File: src/rtl/firc_pkg.sv
package firc_pkg;

    // Filter length and derived widths
    localparam int TAPS      = 64;
    localparam int SMP_W     = 16;
    localparam int IDX_W     = 6;
    localparam int FRAC_BITS = 15;
    localparam int PROD_W    = 2 * SMP_W;
    localparam int ACC_W     = PROD_W + ((TAPS > 1) ? $clog2(TAPS) : 1);
    localparam int CNT_W     = (TAPS > 1) ? $clog2(TAPS) : 1;

    // Item opcodes
    localparam logic OP_COEFF  = 1'b0;
    localparam logic OP_SAMPLE = 1'b1;

    typedef logic signed [SMP_W-1:0]  t_smp;
    typedef logic signed [PROD_W-1:0] t_prod;
    typedef logic signed [ACC_W-1:0]  t_acc;

    // Per-cell controls
    typedef struct packed {
        logic shift_smp;  // take sample from left neighbor
        logic shift_cof;  // take coefficient from left neighbor
        logic cof_we;     // load coefficient from the write word
    } t_cell_ctrl;

    // MAC controls
    typedef struct packed {
        logic clr;        // clear accumulator
        logic mul_en;     // multiply head cell pair
    } t_mac_ctrl;

endpackage

File: src/rtl/firc_mac.sv
// Shared multiply-accumulate with round-toward-zero and saturation
module firc_mac (
    input  logic                i_clk,
    input  logic                i_rst_n,
    input  firc_pkg::t_mac_ctrl i_ctrl,
    input  firc_pkg::t_smp      i_cof,
    input  firc_pkg::t_smp      i_smp,
    output firc_pkg::t_smp      o_y,
    output logic                o_sat
);

    localparam firc_pkg::t_acc Y_MAX = firc_pkg::ACC_W'(32767);
    localparam firc_pkg::t_acc Y_MIN = ~Y_MAX;
    localparam firc_pkg::t_acc BIAS  = firc_pkg::ACC_W'((1 << firc_pkg::FRAC_BITS) - 1);

    firc_pkg::t_prod r_prod;
    logic            r_prod_vld;
    firc_pkg::t_acc  r_acc;

    firc_pkg::t_acc  w_sum;
    firc_pkg::t_acc  w_q;

    always_ff @(posedge i_clk) begin
        r_prod <= i_cof * i_smp;
    end

    always_ff @(posedge i_clk) begin
        if (!i_rst_n) begin
            r_prod_vld <= 1'b0;
            r_acc      <= '0;
        end else begin
            r_prod_vld <= i_ctrl.mul_en;
            if (i_ctrl.clr) begin
                r_acc <= '0;
            end else if (r_prod_vld) begin
                r_acc <= r_acc + firc_pkg::ACC_W'(r_prod);
            end
        end
    end

    // negative sums get a bias so the arithmetic shift truncates toward zero
    always_comb begin
        w_sum = r_acc + (r_acc[firc_pkg::ACC_W-1] ? BIAS : '0);
        w_q   = w_sum >>> firc_pkg::FRAC_BITS;
        if (w_q > Y_MAX) begin
            o_y   = Y_MAX[firc_pkg::SMP_W-1:0];
            o_sat = 1'b1;
        end else if (w_q < Y_MIN) begin
            o_y   = Y_MIN[firc_pkg::SMP_W-1:0];
            o_sat = 1'b1;
        end else begin
            o_y   = w_q[firc_pkg::SMP_W-1:0];
            o_sat = 1'b0;
        end
    end

endmodule

File: config.mk
export PLATFORM = sky130hd
export DESIGN_NAME = firc_mac
export DESIGN_NICKNAME = d
export VERILOG_FILES = /design/src/rtl/firc_pkg.sv /design/src/rtl/firc_mac.sv
export SDC_FILE = /design/constraint.sdc
export NUM_CORES = 1
export LEC_CHECK = 0
export ABC_AREA = 1
export BUFFER_PORTS_ARGS = -buffer_cell sky130_fd_sc_hd__buf_4
export CAP_MARGIN = 25
export CORE_MARGIN = 4
export CORE_UTILIZATION = 42
export CTS_CLUSTER_SIZE = 28
export DETAILED_ROUTE_END_ITERATION = 6
export PLACE_DENSITY = 0.65
export SLEW_MARGIN = 15
export SYNTH_ARGS = -nofsm -noshare
export SYNTH_HDL_FRONTEND = slang
export SYNTH_SLANG_ARGS = --single-unit
File: constraint.sdc
create_clock -name i_clk -period 17.7 [get_ports i_clk]
set_input_delay 3.54 -clock i_clk [delete_from_list [all_inputs] [get_ports i_clk]]
set_output_delay 3.54 -clock i_clk [all_outputs]
set_load 0.01 [all_outputs]
Yosys cells after proc, flatten, opt, wreduce, memory -nomap -nowiden:

Index checks and enable logic that the tools add are counted.

* register bits after elaboration: 71
* bits of input ports: 36
* logic and storage cells: 15

* $add $sub $neg: 2
* multiply operators: 1
* $lt $le $gt $ge: 2
* multiplexer cells: 5
* bitwise gates (word level): 1
* reduce and logical (&&, ||, !) cells: 1

Operator list (number)
* adder 38 x 15 -> 38 bit: 1
* adder 38 x 32 -> 38 bit: 1
* multiplier 16 x 16 -> 32 bit: 1
* two-way mux 16 bit: 2
* greater-than comparator 23 x 16 -> 1 bit, second input constant: 1
* < comparator 23 x 16 -> 1 bit, second input constant: 1
* two-way mux 15 bit: 1
* two-way mux 1 bit: 2
* OR reduction 2 bit: 1
* inverter 1 bit: 1

Depth between registers and ports, before layout:

* depth after elaboration: 5
* depth in mapped cells: 27
* gate-level depth less buffers: 25

Worst setup path before layout:

No wires, ideal clock.

* kind: input-to-reg
* start: input i_smp[6]
* end: register r_prod[29]
* setup time: 113 ps
* arrival time: 9045 ps
* required time: 17587 ps
* setup slack: 8542 ps
* stages: 22
* path buffers: 2
* cell sequence: clkbuf_1 clkbuf_1 nand2_1 fa_1 inv_1 fa_1 fa_1 fa_1 fa_1 inv_1 fa_1 inv_1 ha_1 nand2_1 nor2_1 nor3b_1 nand4_1 nand3_1 a21o_1 nand2_1 nand4_1 nand2_1

* word-level cells in the longest chain between the ends: 1

Ends and longest elaborated chain
* from (decl): line firc_mac.sv:7 `input firc_pkg::t_smp i_smp,`
* multiplier 16 x 16 -> 32 bit: line firc_mac.sv:24 `r_prod <= i_cof * i_smp;`
* to (signal assigned): line firc_mac.sv:24
* to (decl): line firc_mac.sv:16 `firc_pkg::t_prod r_prod;`

No other way between the ends.
A chain may end at the register's enable or synchronous reset.

Final worst setup path:

* start: input i_cof[15]
* end: register r_prod[29]

* word-level cells in the longest chain between the ends: 1

Ends and longest elaborated chain
* from (decl): line firc_mac.sv:6 `input firc_pkg::t_smp i_cof,`
* multiplier 16 x 16 -> 32 bit: line firc_mac.sv:24

No other way between the ends.

==> impl_results.md <==
- Crit path capture type: flip-flop
- Number of setup buffers added after CTS: 0
- Final Wtd Congestion: 0.948
- Post-CTS Hold Buffers: 0
- Synth unique cells: 47
- Die Area: 42400 um^2
- Initial antenna violation count: 0
- Post-DP Area: 17200 um^2
- Max_cap viols: 0
- Vias in the first global route: 14700
- # rows: 72
- Internal reg-to-reg setup slack: 14.52 ns
- Clock Sinks: 71
- Global Route Usage Sum: 21.4%
- Hold WS: 0.553 ns
- Hold Vio Cnt, Final: 0
- Fin area: 17500 um^2
- #FFs+latches synth: 71
- Largest net degree at the start of global routing: 45
- Min Tclk post-route: 9.19 ns
- Status: finished, final reports clean
- WP data arrival: 9.43 ns
- Critical path startpoint category: primary input
- Worst path buffer plus inverter count: 4
- Largest family of logic cells by synthesized area: adder cells
- Crit share post-route: 51.9%
- Detailed-placement wirelength estimate: 37100 um
- Syn avg cell area: 7.05 um^2
- Routed WL per cell: 15.3 um
- Cell area after synthesis: 16500 um^2
- Post-synthesis compound-gate area fraction: 7.65%
- Area fraction in and, or, nand and nor cells after synthesis: 22.3%
- Die height: 206 um
- Antenna Diode Count: 0
- Resized cells post-CTS: 0
- Post-Synthesis Cells: 2334
- TritonRoute pass-1 iters: 5
- Net Count, Synth: 2766
- Post-layout net count: 2760
- CP max stage cell: fa_1
- Post-synthesis mux area share: 0%
- Skew-Pair Late Insertion Delay: 0.35 ns
- Vias per inst: 4.92
- Clk buf depth: 2
- Yosys warns: 0
- Die W: 206 um
- Vias after detailed routing: 14000
- GRT Residual Overflow: 0
- Initial Util: 42.6%
- Initial drt markers: 818
- Slew at the pin closest to its max-slew limit: 0.853 ns
- WP data required: 17.94 ns
- Synthesis-to-layout area growth: 6.59%
- Crit-path cells: buf_4 > nand2_1 > inv_1 > fa_1 > fa_1 > fa_1 > fa_1 > fa_1 > inv_1 > fa_1 > inv_1 > ha_1 > nand2_1 > nor2_1 > nor3b_1 > nand4_1 > nand3_1 > a21o_1 > nand2_1 > nand4_1 > nand2_1
- # port buffers: 52
- CP Class: in2reg
- Crit-path max cell delay: 0.97 ns
- Unrepaired setup endpoints after global routing: no
- TNS Setup: 0 ns
- Hold Crit Class: reg2reg
- CTS Buf Count: 9
- Synth top area cells: fa_1 (32%), inv_1 (14%), nand2_1 (12%)
- Clock transition at path regs: 0.07 ns
- Final setup viols: 0
- Setup Skew: 0.00939 ns
- Root Buffer: clkbuf_16
- Routed WL: 43500 um
- IO Pins: 53
- Layout cells sized above 1: 5.40%
- Async S/R FF share, synth: 0%
- Cell mode on critical path: fa_1
- Fin. max-slew vios: 0
- Drc violations: 0
- First-pass GRT wire length: 72900 um
- Crit-path leading delay family: adder cells
- Fraction of synthesized cell area in xor and xnor cells: 3.08%
- Fmax achieved: 109 MHz
- Relative slew slack: 43.1%
- Sequential-to-total area share from yosys stat: 8.64%
- Adder-Cell Fraction of Synth Area: 42.1%
- CP max FO: 16
- CTS H-tree depth: 3
- Post-route ant nets: 0
- Yosys top cell area share: 32.0%
- Core box area: 38600 um^2
- Post-synth top area cell: fa_1
- CTS tree: built
- Ys flop type: dfxtp_1
- Post-synth EDFFs: 0
[synthesized netlist by cell type (4+ instances only)]
| master | n |
|---|---|
| a21o_1 | 8 |
| a21oi_1 | 107 |
| a31oi_1 | 8 |
| clkbuf_1 | 66 |
| dfxtp_1 | 71 |
| fa_1 | 263 |
| ha_1 | 133 |
| inv_1 | 624 |
| nand2_1 | 540 |
| nand2_2 | 26 |
| nand2_4 | 5 |
| nand3_1 | 78 |
| nand4_1 | 16 |
| nor2_1 | 165 |
| nor2_2 | 4 |
| nor3_1 | 15 |
| nor4_1 | 6 |
| o211ai_1 | 4 |
| o21ai_0 | 86 |
| o21ai_1 | 4 |
| o21bai_1 | 5 |
| or2_2 | 5 |
| xnor2_1 | 21 |
| xor2_1 | 35 |
[flip-flops by register name, summed over array words and instances, names as in the netlist]
name and count:
r_acc 38, r_prod 32, r_prod_vld 1
[logic make-up after synthesis]
logic type	Yosys count
buffers and inverters	701
xor gates and xnor gates	57
adders and majority gates	396
DFF	71
and+or+nand+nor	875
AOI/OAI and AO/OA	234
[worst min-delay path, cell delays in order, from the launching register on]
cell and delay, ns:
dfxtp_1 0.37, nand2_1 0.09, a21oi_1 0.05
[area by class of cell]
| class | count | area (um^2) |
|---|---|---|
| clock buffers | 9 | 225 |
| clock inverters | 7 | 82.6 |
| fillers | 3970 | 21100 |
| inverters | 629 | 2370 |
| multi-input cells | 1562 | 12400 |
| flip-flops and latches | 71 | 1420 |
| well taps | 518 | 648 |
| repair buffers | 55 | 433 |
[layout by cell type, fill, tap and decap left out, drive strengths merged, types with 8 or more instances in the layout]
cell / Yosys / layout
nor3: 19 / 19
a21oi: 107 / 107
buf: 6 / 55
clkbuf: 66 / 9
a21o: 8 / 8
nand3: 80 / 80
inv: 627 / 628
a31oi: 8 / 8
nand2: 571 / 571
xor2: 36 / 36
dfxtp: 71 / 71
nand4: 16 / 16
ha: 133 / 133
nor2: 170 / 170
o21ai: 90 / 90
xnor2: 21 / 21
fa: 263 / 263
[through the flow]
| step | std cells | setup WS [ns] | utilization (%) |
|---|---|---|---|
| 3_5_place_dp | 2834 | 8.22 | 44.5 |
| 3_3_place_gp | 2834 | 8.41 | 44.5 |
| 2_1_floorplan | 2334 | 8.54 | - |
| 5_1_grt | 2851 | 8.14 | 45.4 |
| 6_report | 2851 | 8.51 | 45.4 |
| 4_1_cts | 2850 | 8.55 | 45.3 |
[path summary, 6_finish.rpt]
path / start / to / cells past startpoint
worst max-delay path: i_cof[15] / r_prod[29] / 21
worst min-delay path: r_acc[0] / r_acc[0] / 2
worst max register to register: r_acc[0] / r_acc[24] / 15
worst min register to register: r_acc[0] / r_acc[0] / 2
[per-layer routing]
metal	up-vias	global-route usage [%]	part of all wire (%)	routed length (um)
met4	0	7.34	3.3	1420
met2	385	37.6	48	21000
met1	6656	27.7	43	18900
li1	6881	-	-	-
met5	-	0	0	0
met3	92	2.15	5.0	2150
Power is left out: the tool's default activity adds up to more than one toggle a clock period on the data nets, which glitch-free logic cannot reach.
