==> config.mk <==
export PLATFORM = sky130hd
export DESIGN_NAME = firc_cell
export DESIGN_NICKNAME = d
export VERILOG_FILES = /design/src/rtl/firc_pkg.sv /design/src/rtl/firc_cell.sv
export SDC_FILE = /design/constraint.sdc
export NUM_CORES = 1
export LEC_CHECK = 0
export ABC_CLOCK_PERIOD_IN_PS = 1100
export BUFFER_PORTS_ARGS = -buffer_cell sky130_fd_sc_hd__buf_2
export CORE_ASPECT_RATIO = 1.4
export CORE_UTILIZATION = 39
export DETAILED_ROUTE_END_ITERATION = 10
export GPL_ROUTABILITY_DRIVEN = 0
export GPL_TIMING_DRIVEN = 0
export HOLD_SLACK_MARGIN = 0.12
export PLACE_DENSITY = 0.73
export SLEW_MARGIN = 20
export SYNTH_ARGS = -nofsm -noshare
export SYNTH_HDL_FRONTEND = slang
export SYNTH_SLANG_ARGS = --single-unit
==> constraint.sdc <==
create_clock -name i_clk -period 1.1 [get_ports i_clk]
set_clock_uncertainty 0.05 [all_clocks]
set_input_delay 0.22 -clock i_clk [delete_from_list [all_inputs] [get_ports i_clk]]
set_output_delay 0.22 -clock i_clk [all_outputs]
set_load 0.02 [all_outputs]
==> src/rtl/firc_pkg.sv <==
package firc_pkg;

    // Filter length and derived widths
    localparam int TAPS      = 64;
    localparam int SMP_W     = 16;
    localparam int IDX_W     = 6;
    localparam int FRAC_BITS = 15;
    localparam int PROD_W    = 2 * SMP_W;
    localparam int ACC_W     = PROD_W + ((TAPS > 1) ? $clog2(TAPS) : 1);
    localparam int CNT_W     = (TAPS > 1) ? $clog2(TAPS) : 1;

    // Item opcodes
    localparam logic OP_COEFF  = 1'b0;
    localparam logic OP_SAMPLE = 1'b1;

    typedef logic signed [SMP_W-1:0]  t_smp;
    typedef logic signed [PROD_W-1:0] t_prod;
    typedef logic signed [ACC_W-1:0]  t_acc;

    // Per-cell controls
    typedef struct packed {
        logic shift_smp;  // take sample from left neighbor
        logic shift_cof;  // take coefficient from left neighbor
        logic cof_we;     // load coefficient from the write word
    } t_cell_ctrl;

    // MAC controls
    typedef struct packed {
        logic clr;        // clear accumulator
        logic mul_en;     // multiply head cell pair
    } t_mac_ctrl;

endpackage

==> src/rtl/firc_cell.sv <==
// One tap of the ring: holds a sample and a coefficient
module firc_cell (
    input  logic                 i_clk,
    input  logic                 i_rst_n,
    input  firc_pkg::t_cell_ctrl i_ctrl,
    input  firc_pkg::t_smp       i_smp,
    input  firc_pkg::t_smp       i_cof,
    input  firc_pkg::t_smp       i_cof_wr,
    output firc_pkg::t_smp       o_smp,
    output firc_pkg::t_smp       o_cof
);

    firc_pkg::t_smp r_smp;
    firc_pkg::t_smp r_cof;

    always_ff @(posedge i_clk) begin
        if (!i_rst_n) begin
            r_smp <= '0;
            r_cof <= '0;
        end else begin
            if (i_ctrl.shift_smp) begin
                r_smp <= i_smp;
            end
            if (i_ctrl.shift_cof) begin
                r_cof <= i_cof;
            end else if (i_ctrl.cof_we) begin
                r_cof <= i_cof_wr;
            end
        end
    end

    assign o_smp = r_smp;
    assign o_cof = r_cof;

endmodule

### After elaboration in Yosys (flattened, before gate mapping)

Cells that the tools add are included.

* bits in registers: 32
* bits of input ports: 53
* output and inout bits: 32
* logic and storage cells: 5

* multiplexer cells: 2
* reduce and logical (&&, ||, !) cells: 1

Operator list (count)
* $mux 16: 2
* $reduce_bool 2->1: 1

### Longest topological paths before layout

Gate-level depths: netlist (run 1).

* depth after elaboration: 2
* mapped depth: 4

### Worst setup path after synthesis (run 1)

OpenSTA, ideal clock, no wires.

* kind: input to register
* from: input i_ctrl[0] (netlist name)
* to: register r_cof[10], in the netlist o_cof[10]
* library setup time: 116 ps
* arrival: 948 ps
* path slack: -15 ps
* cell stages on the path: 4
* buffers on the path: 2
* cells stage by stage: buf_6 buf_12 mux2_4 o211a_1

* word-level cells in the longest chain between the ends: 1

RTL lines
* start, declared: line firc_cell.sv:5 `input firc_pkg::t_cell_ctrl i_ctrl,`
* $reduce_bool 2->1 (no line)
* end signal, assigned: line firc_cell.sv:25 `r_cof <= i_cof;`
* end signal, assigned: line firc_cell.sv:27 `r_cof <= i_cof_wr;`
* end, declared: line firc_cell.sv:14 `firc_pkg::t_smp r_cof;`

Every way passes these cells.
A chain may end at the register's enable or synchronous reset.

### Worst setup path after layout (run 1)

* from: register r_cof[14], in the netlist o_cof[14]
* to: output o_cof[14]

RTL lines
* end, declared: line firc_cell.sv:10 `output firc_pkg::t_smp o_cof`

No word-level cell between the ends.

==> flow_summary.ini, run 1 <==
[run_status]
status = completed

[critical_path]
regToRegSetupSlack_ns = 0.17
worstPathMaxFanout = 2
rr_endpoint = o_cof[12]
cp.required_ns = 0.83
start_kind = register
slowest_stage = dfxtp_1
timing.rr.start = o_cof[12]
cp.buffers_inverters = 1
cp.arrival_ns = 0.79
cpLargestDelayFamily = flip-flops
critPathMaxStageDelay_ns = 0.34
worstPathCellList = buf_2
path_class = reg -> out
worstSetupEndpointType = output port
ff2ff_path_depth = 2

[clock_network]
cts_buffers = 5
cts.path.max_buffers = 2
clock_latency_ns = 0.28
cts_setup_buffers = 0
htreeDepth = 2
cts_tree = built
clockRootBuffer = clkbuf_8
cts_sinks = 32
path_clk_slew_ns = 0.07

[logic_synthesis]
yosys_warnings = 0
synthAdderAreaFrac_pct = 0
yosys.area_share.simple_pct = 13.90
synthXorXnorAreaFrac_pct = 0
avgSynthCellArea_sq_um = 11.88
synth_top_family_by_area = multiplexers
ys_ff_latch = 32
synth-seq-area-share_pct = 44.21
ys_types = 13
syn_inst = 122
synthMuxAreaShare_pct = 26.08
synth.net_count = 175
syn_area_sq_um = 1449
synth_compound_area_share_pct = 11.05

[die]
design.portCount = 85
rows = 25
die-height_microns = 74.12
start_util_pct = 41.73
design.die.area_sq_um = 3967
fp.dieW_microns = 53.52
coreArea_sq_um = 3472

[sta]
setup_tns_ns = 0
fmax_mhz = 947.5
finalSetupViolations = 0
grt_setup_unrepaired = false
slew_headroom_pct = 69.63
period_needed_ns = 1.055
timing_hold_violations_final = 0
setup_slack_ns = 0.04463
period_share_pct = 95.94
tightest_slew_ns = 0.4556
maxSlewViolCount = 0

[placement]
pre_cts_slack_ns = -0.1906
port_buffers = 82
dpl.hpwl_mm = 2.262

[worst_hold_path]
whs_endpoint = o_smp[14]
holdCritPathClass = in -> reg
min_from = i_smp[14]
hold-path-cell-count = 3

[power]
p_per_area_nw_per_um2 = 1332
p_leak_uw = 0.001135
total_power_uw = 2657
peakVddDrop_mv = 0.8781

[run]
cap_violations = 0

[detailed_routing]
vias = 1166
drtAntennaViolNets = 0
dr.pass1.iters = 4
drt_iter0_markers = 24
drc = 0
routed_wl_mm = 2.960
viasPerCell = 4.645
avgRoutedWirePerCell_microns = 11.79

[grt]
grt_remaining_overflow = 0
grt_pass1_vias = 1016
grt_max_degree = 11
grt_pass1_wl_mm = 4.305
antenna_found_initial = 0
grt_usage_pct = 15.14

[cells_and_area]
drive_above_1_share_pct = 52.13
area.growth.synth_to_final_pct = 37.74
n_antenna_cell = 0
nets = 264
fill_cells = 344
[cell usage after synthesis]
master | instances | share of area [%]
clkbuf_1 | 4 | 1.0
buf_12 | 1 | 1.4
buf_2 | 3 | 1.0
nand2b_1 | 15 | 6.5
mux2_2 | 6 | 4.7
mux2i_1 | 16 | 11
buf_6 | 1 | 0.78
mux2_4 | 10 | 10
nor2b_1 | 16 | 6.9
o211a_1 | 16 | 11
buf_4 | 1 | 0.52
dfxtp_1 | 32 | 44
or2b_1 | 1 | 0.52
[through the flow]
step	hold WS, ns	area (sq um)	util, %	cells
6_report	0.1426	1996	57.48	251
5_1_grt	0.1556	1996	57.48	251
4_1_cts	0.1391	1991	57.33	251
3_5_place_dp	0.4371	1913	55.10	244
3_3_place_gp	0.4310	1913	55.10	244
2_1_floorplan	0.2982	1453	-	122
[state kept, by name (all words and copies together), names as in the netlist]
| name | count |
|---|---|
| o_cof | 16 |
| o_smp | 16 |
[report_power, final]
group,internal [uW],switching [uW],leakage (uW),total [uW]
Clock,429,411,0.0000410,840
Combinational,288,256,0.000828,544
Sequential,1240,34.8,0.000266,1270
[metal layers]
| layer | wire length, microns | GRT usage, % | part of all wire, % | up-vias |
|---|---|---|---|---|
| li1 | - | - | - | 599 |
| met5 | 0 | 0 | 0 | - |
| met2 | 1484 | 26.67 | 50 | 60 |
| met1 | 1149 | 15.22 | 39 | 503 |
| met3 | 284 | 6.544 | 9.6 | 4 |
| met4 | 41 | 6.140 | 1.4 | 0 |
[cell type report]
class                           instances  area [sq um]  share of cell area, %
Clock inverter                          1         5.005                 0.2508
Clock buffer                            6         72.57                  3.636
Buffer                                 10         72.57                  3.636
Tap cell                               40         50.05                  2.508
Sequential cell                        32         640.6                  32.10
Timing Repair Buffer                   82         415.4                  20.82
Multi-Input combinational cell         80         739.5                  37.05
[worst max path at each step]
stage / slack (ns) / cells after the start / to / startpoint
final: 0.04 / 1 / o_cof[14] / o_cof[14]
after CTS: 0.03 / 1 / o_cof[14] / o_cof[14]
after floorplan: -0.01 / 4 / o_cof[10] / i_ctrl[0]
after global placement: -0.18 / 4 / o_cof[9] / i_ctrl[1]
after detailed placement: -0.19 / 4 / o_cof[9] / i_ctrl[1]
after global routing: 0.0006 / 1 / o_cof[11] / o_cof[11]
[cells by family after synthesis]
logic type | after synthesis
AOI/OAI and AO/OA | 16
buffers and inverters | 10
DFF | 32
muxes | 32
and+or+nand+nor | 32
[what timing repair did]
item	4_1_cts	5_1_grt
resized for setup	0	2
setup endpoints to repair	0	2
hold buffers	0	0
[layout by cell type, fill, tap and decap left out, drive strengths merged]
cell type  count
clkinv         1
dfxtp         32
or2b           1
nand2b        15
mux2          16
o211a         16
buf           88
mux2i         16
clkbuf        10
nor2b         16
(Power assumes the default switching activity.)
==> run 2: changes to the inputs <==
CORE_UTILIZATION = 40   (was 39)
CTS_BUF_LIST = sky130_fd_sc_hd__clkbuf_4   (was not set)
PLACE_DENSITY = 0.74   (was 0.73)
==> run 2 against run 1 <==
Total power is 1.8% lower. Register-to-register slack worse by 0.13 ns. Combinational power is 29% higher. Setup slack worse by 0.019 ns. Highest routed layer unchanged.
==> flow_summary.ini, run 2 (synthesis results as in run 1) <==
[power]
p_leak_uw = 0.001255
peakVddDrop_mv = 0.7564
total_power_uw = 2610
p_clk_share_pct = 23.0
seqPwrFrac_pct = 50.2
swShare_pct = 27.26
comb_power_share_pct = 26.8
p_per_area_nw_per_um2 = 1092
power.internal_uw = 1899
p_switching_uw = 711.7

[sta]
period_share_pct = 97.66
slew_headroom_pct = 69.96
finalSetupViolations = 0
tightest_slew_ns = 0.4505
grt_setup_unrepaired = true
period_needed_ns = 1.074
hold_slack_ns = 0.1609
timing_hold_violations_final = 0
maxSlewViolCount = 0
fmax_mhz = 930.9

[worst_hold_path]
hold-path-cell-count = 3
holdCritPathClass = in -> reg

[critical_path]
cp.required_ns = 0.83
worstSetupEndpointType = output port
cp.arrival_ns = 0.80
cp.depth = 1
cp-endpoint = o_smp[4]
slowest_stage = dfxtp_2
regToRegSetupSlack_ns = 0.04
startpoint = o_smp[4]
cp.buffers_inverters = 1
cpLargestDelayFamily = flip-flops
worstPathMaxFanout = 2
ff2ff_path_depth = 3
start_kind = register
rr_endpoint = o_cof[12]
critPathMaxStageDelay_ns = 0.36
path_class = reg -> out
worstPathCellList = buf_6
timing.rr.start = o_cof[12]

[grt]
antenna_found_initial = 0
grt_max_degree = 11
grt_pass1_vias = 1269
grt_remaining_overflow = 0
grt_usage_pct = 19.10
grt_pass1_wl_mm = 5.299

[run_status]
status = completed

[die]
design.die.area_sq_um = 3870
rows = 25
start_util_pct = 42.50
fp.dieW_microns = 52.87
coreArea_sq_um = 3410
die-height_microns = 73.21
design.portCount = 85

[cells_and_area]
n_antenna_cell = 0
fill_cells = 262
area.growth.synth_to_final_pct = 65.03
final_cell_mix = 53 x buf_2, 32 x dfxtp_2, 32 x buf_6
nets = 284
drive_above_1_share_pct = 62.34
final_common_cell = buf_2
post-route-util_pct = 70.13
stdcell_area_sq_um = 2391
fin_cells = 271

[clock_network]
cts_sinks = 32
clock_latency_ns = 0.32
path_clk_slew_ns = 0.10
htreeDepth = 2
clockRootBuffer = clkbuf_4
cts_tree = built
cts.path.max_buffers = 2
cts_buffers = 5

[detailed_routing]
dr_wl_met2_mm = 1.939
viasPerCell = 4.705
dr.pass1.iters = 4
drtAntennaViolNets = 0
drt_iter0_markers = 14
routed_wl_mm = 3.764
drc = 0
wl_met3_microns = 365
vias = 1275
highest_layer = met4
avgRoutedWirePerCell_microns = 13.89
drt-met1-wl_mm = 1.400

[run]
cap_violations = 0

[placement]
port_buffers = 82
placed_cells = 244
dpl.hpwl_mm = 2.389
postPlaceCellArea_sq_um = 1913
[run 2: cell count changes in the layout (fill, tap and decap cells not counted), sizes merged]
cell	before	now
buf	88	91
clkbuf	10	9
clkinv	1	2
dlygate4sd3	0	17
[run 2: power groups by stage]
stage | Sequential, uW | Clock (uW) | Combinational, uW
5_1_grt | 1320 | 683 | 752
6_report | 1310 | 599 | 700
3_3_place_gp | 1300 | 0 | 544
3_5_place_dp | 1300 | 0 | 551
4_1_cts | 1280 | 625 | 636
2_1_floorplan | 1400 | 0 | 251
[run 2: worst min path at each step]
| stage | start | slack, ns | to |
|---|---|---|---|
| floorplan | i_rst_n | 0.30 | o_smp[13] |
| global placement | i_smp[5] | 0.43 | o_smp[5] |
| detailed placement | i_smp[6] | 0.44 | o_smp[6] |
| CTS | i_smp[0] | 0.12 | o_smp[0] |
| global route | i_cof[7] | 0.14 | o_cof[7] |
| finish | i_cof[7] | 0.16 | o_cof[7] |
[run 2: area by class of cell]
type	count	area [sq um]	share of cell area, %
plain buffers	10	72.57	3.035
clock buffers	5	37.54	1.570
clock inverters	2	7.507	0.3140
multi-input cells	80	739.5	30.93
flip-flops and latches	32	680.7	28.47
well taps	40	50.05	2.093
repair buffers	102	803.3	33.60
[run 2: through the flow]
step           setup WS [ns]  setup TNS (ns)
5_1_grt             -0.02712         -0.1798
4_1_cts            0.0003136               0
2_1_floorplan       -0.01092         -0.1092
3_5_place_dp         -0.1511         -0.6926
6_report             0.02579               0
3_3_place_gp         -0.1571         -0.5592
[run 2: timing repair]
| item | 4_1_cts | 5_1_grt |
|---|---|---|
| endpoints found under the setup margin | 31 | 32 |
| endpoints found under the hold margin | 15 | 1 |
| cloned | 0 | 0 |
| hold buffers | 16 | 1 |
| resized for setup | 38 | 58 |
| setup buffers | 0 | 3 |
[run 2: routing by layer]
metal / track usage [%] / vias up
met3: 8.542 / 6
met4: 7.895 / 0
met2: 34.88 / 68
met5: 0 / -
li1: - / 640
met1: 17.72 / 561
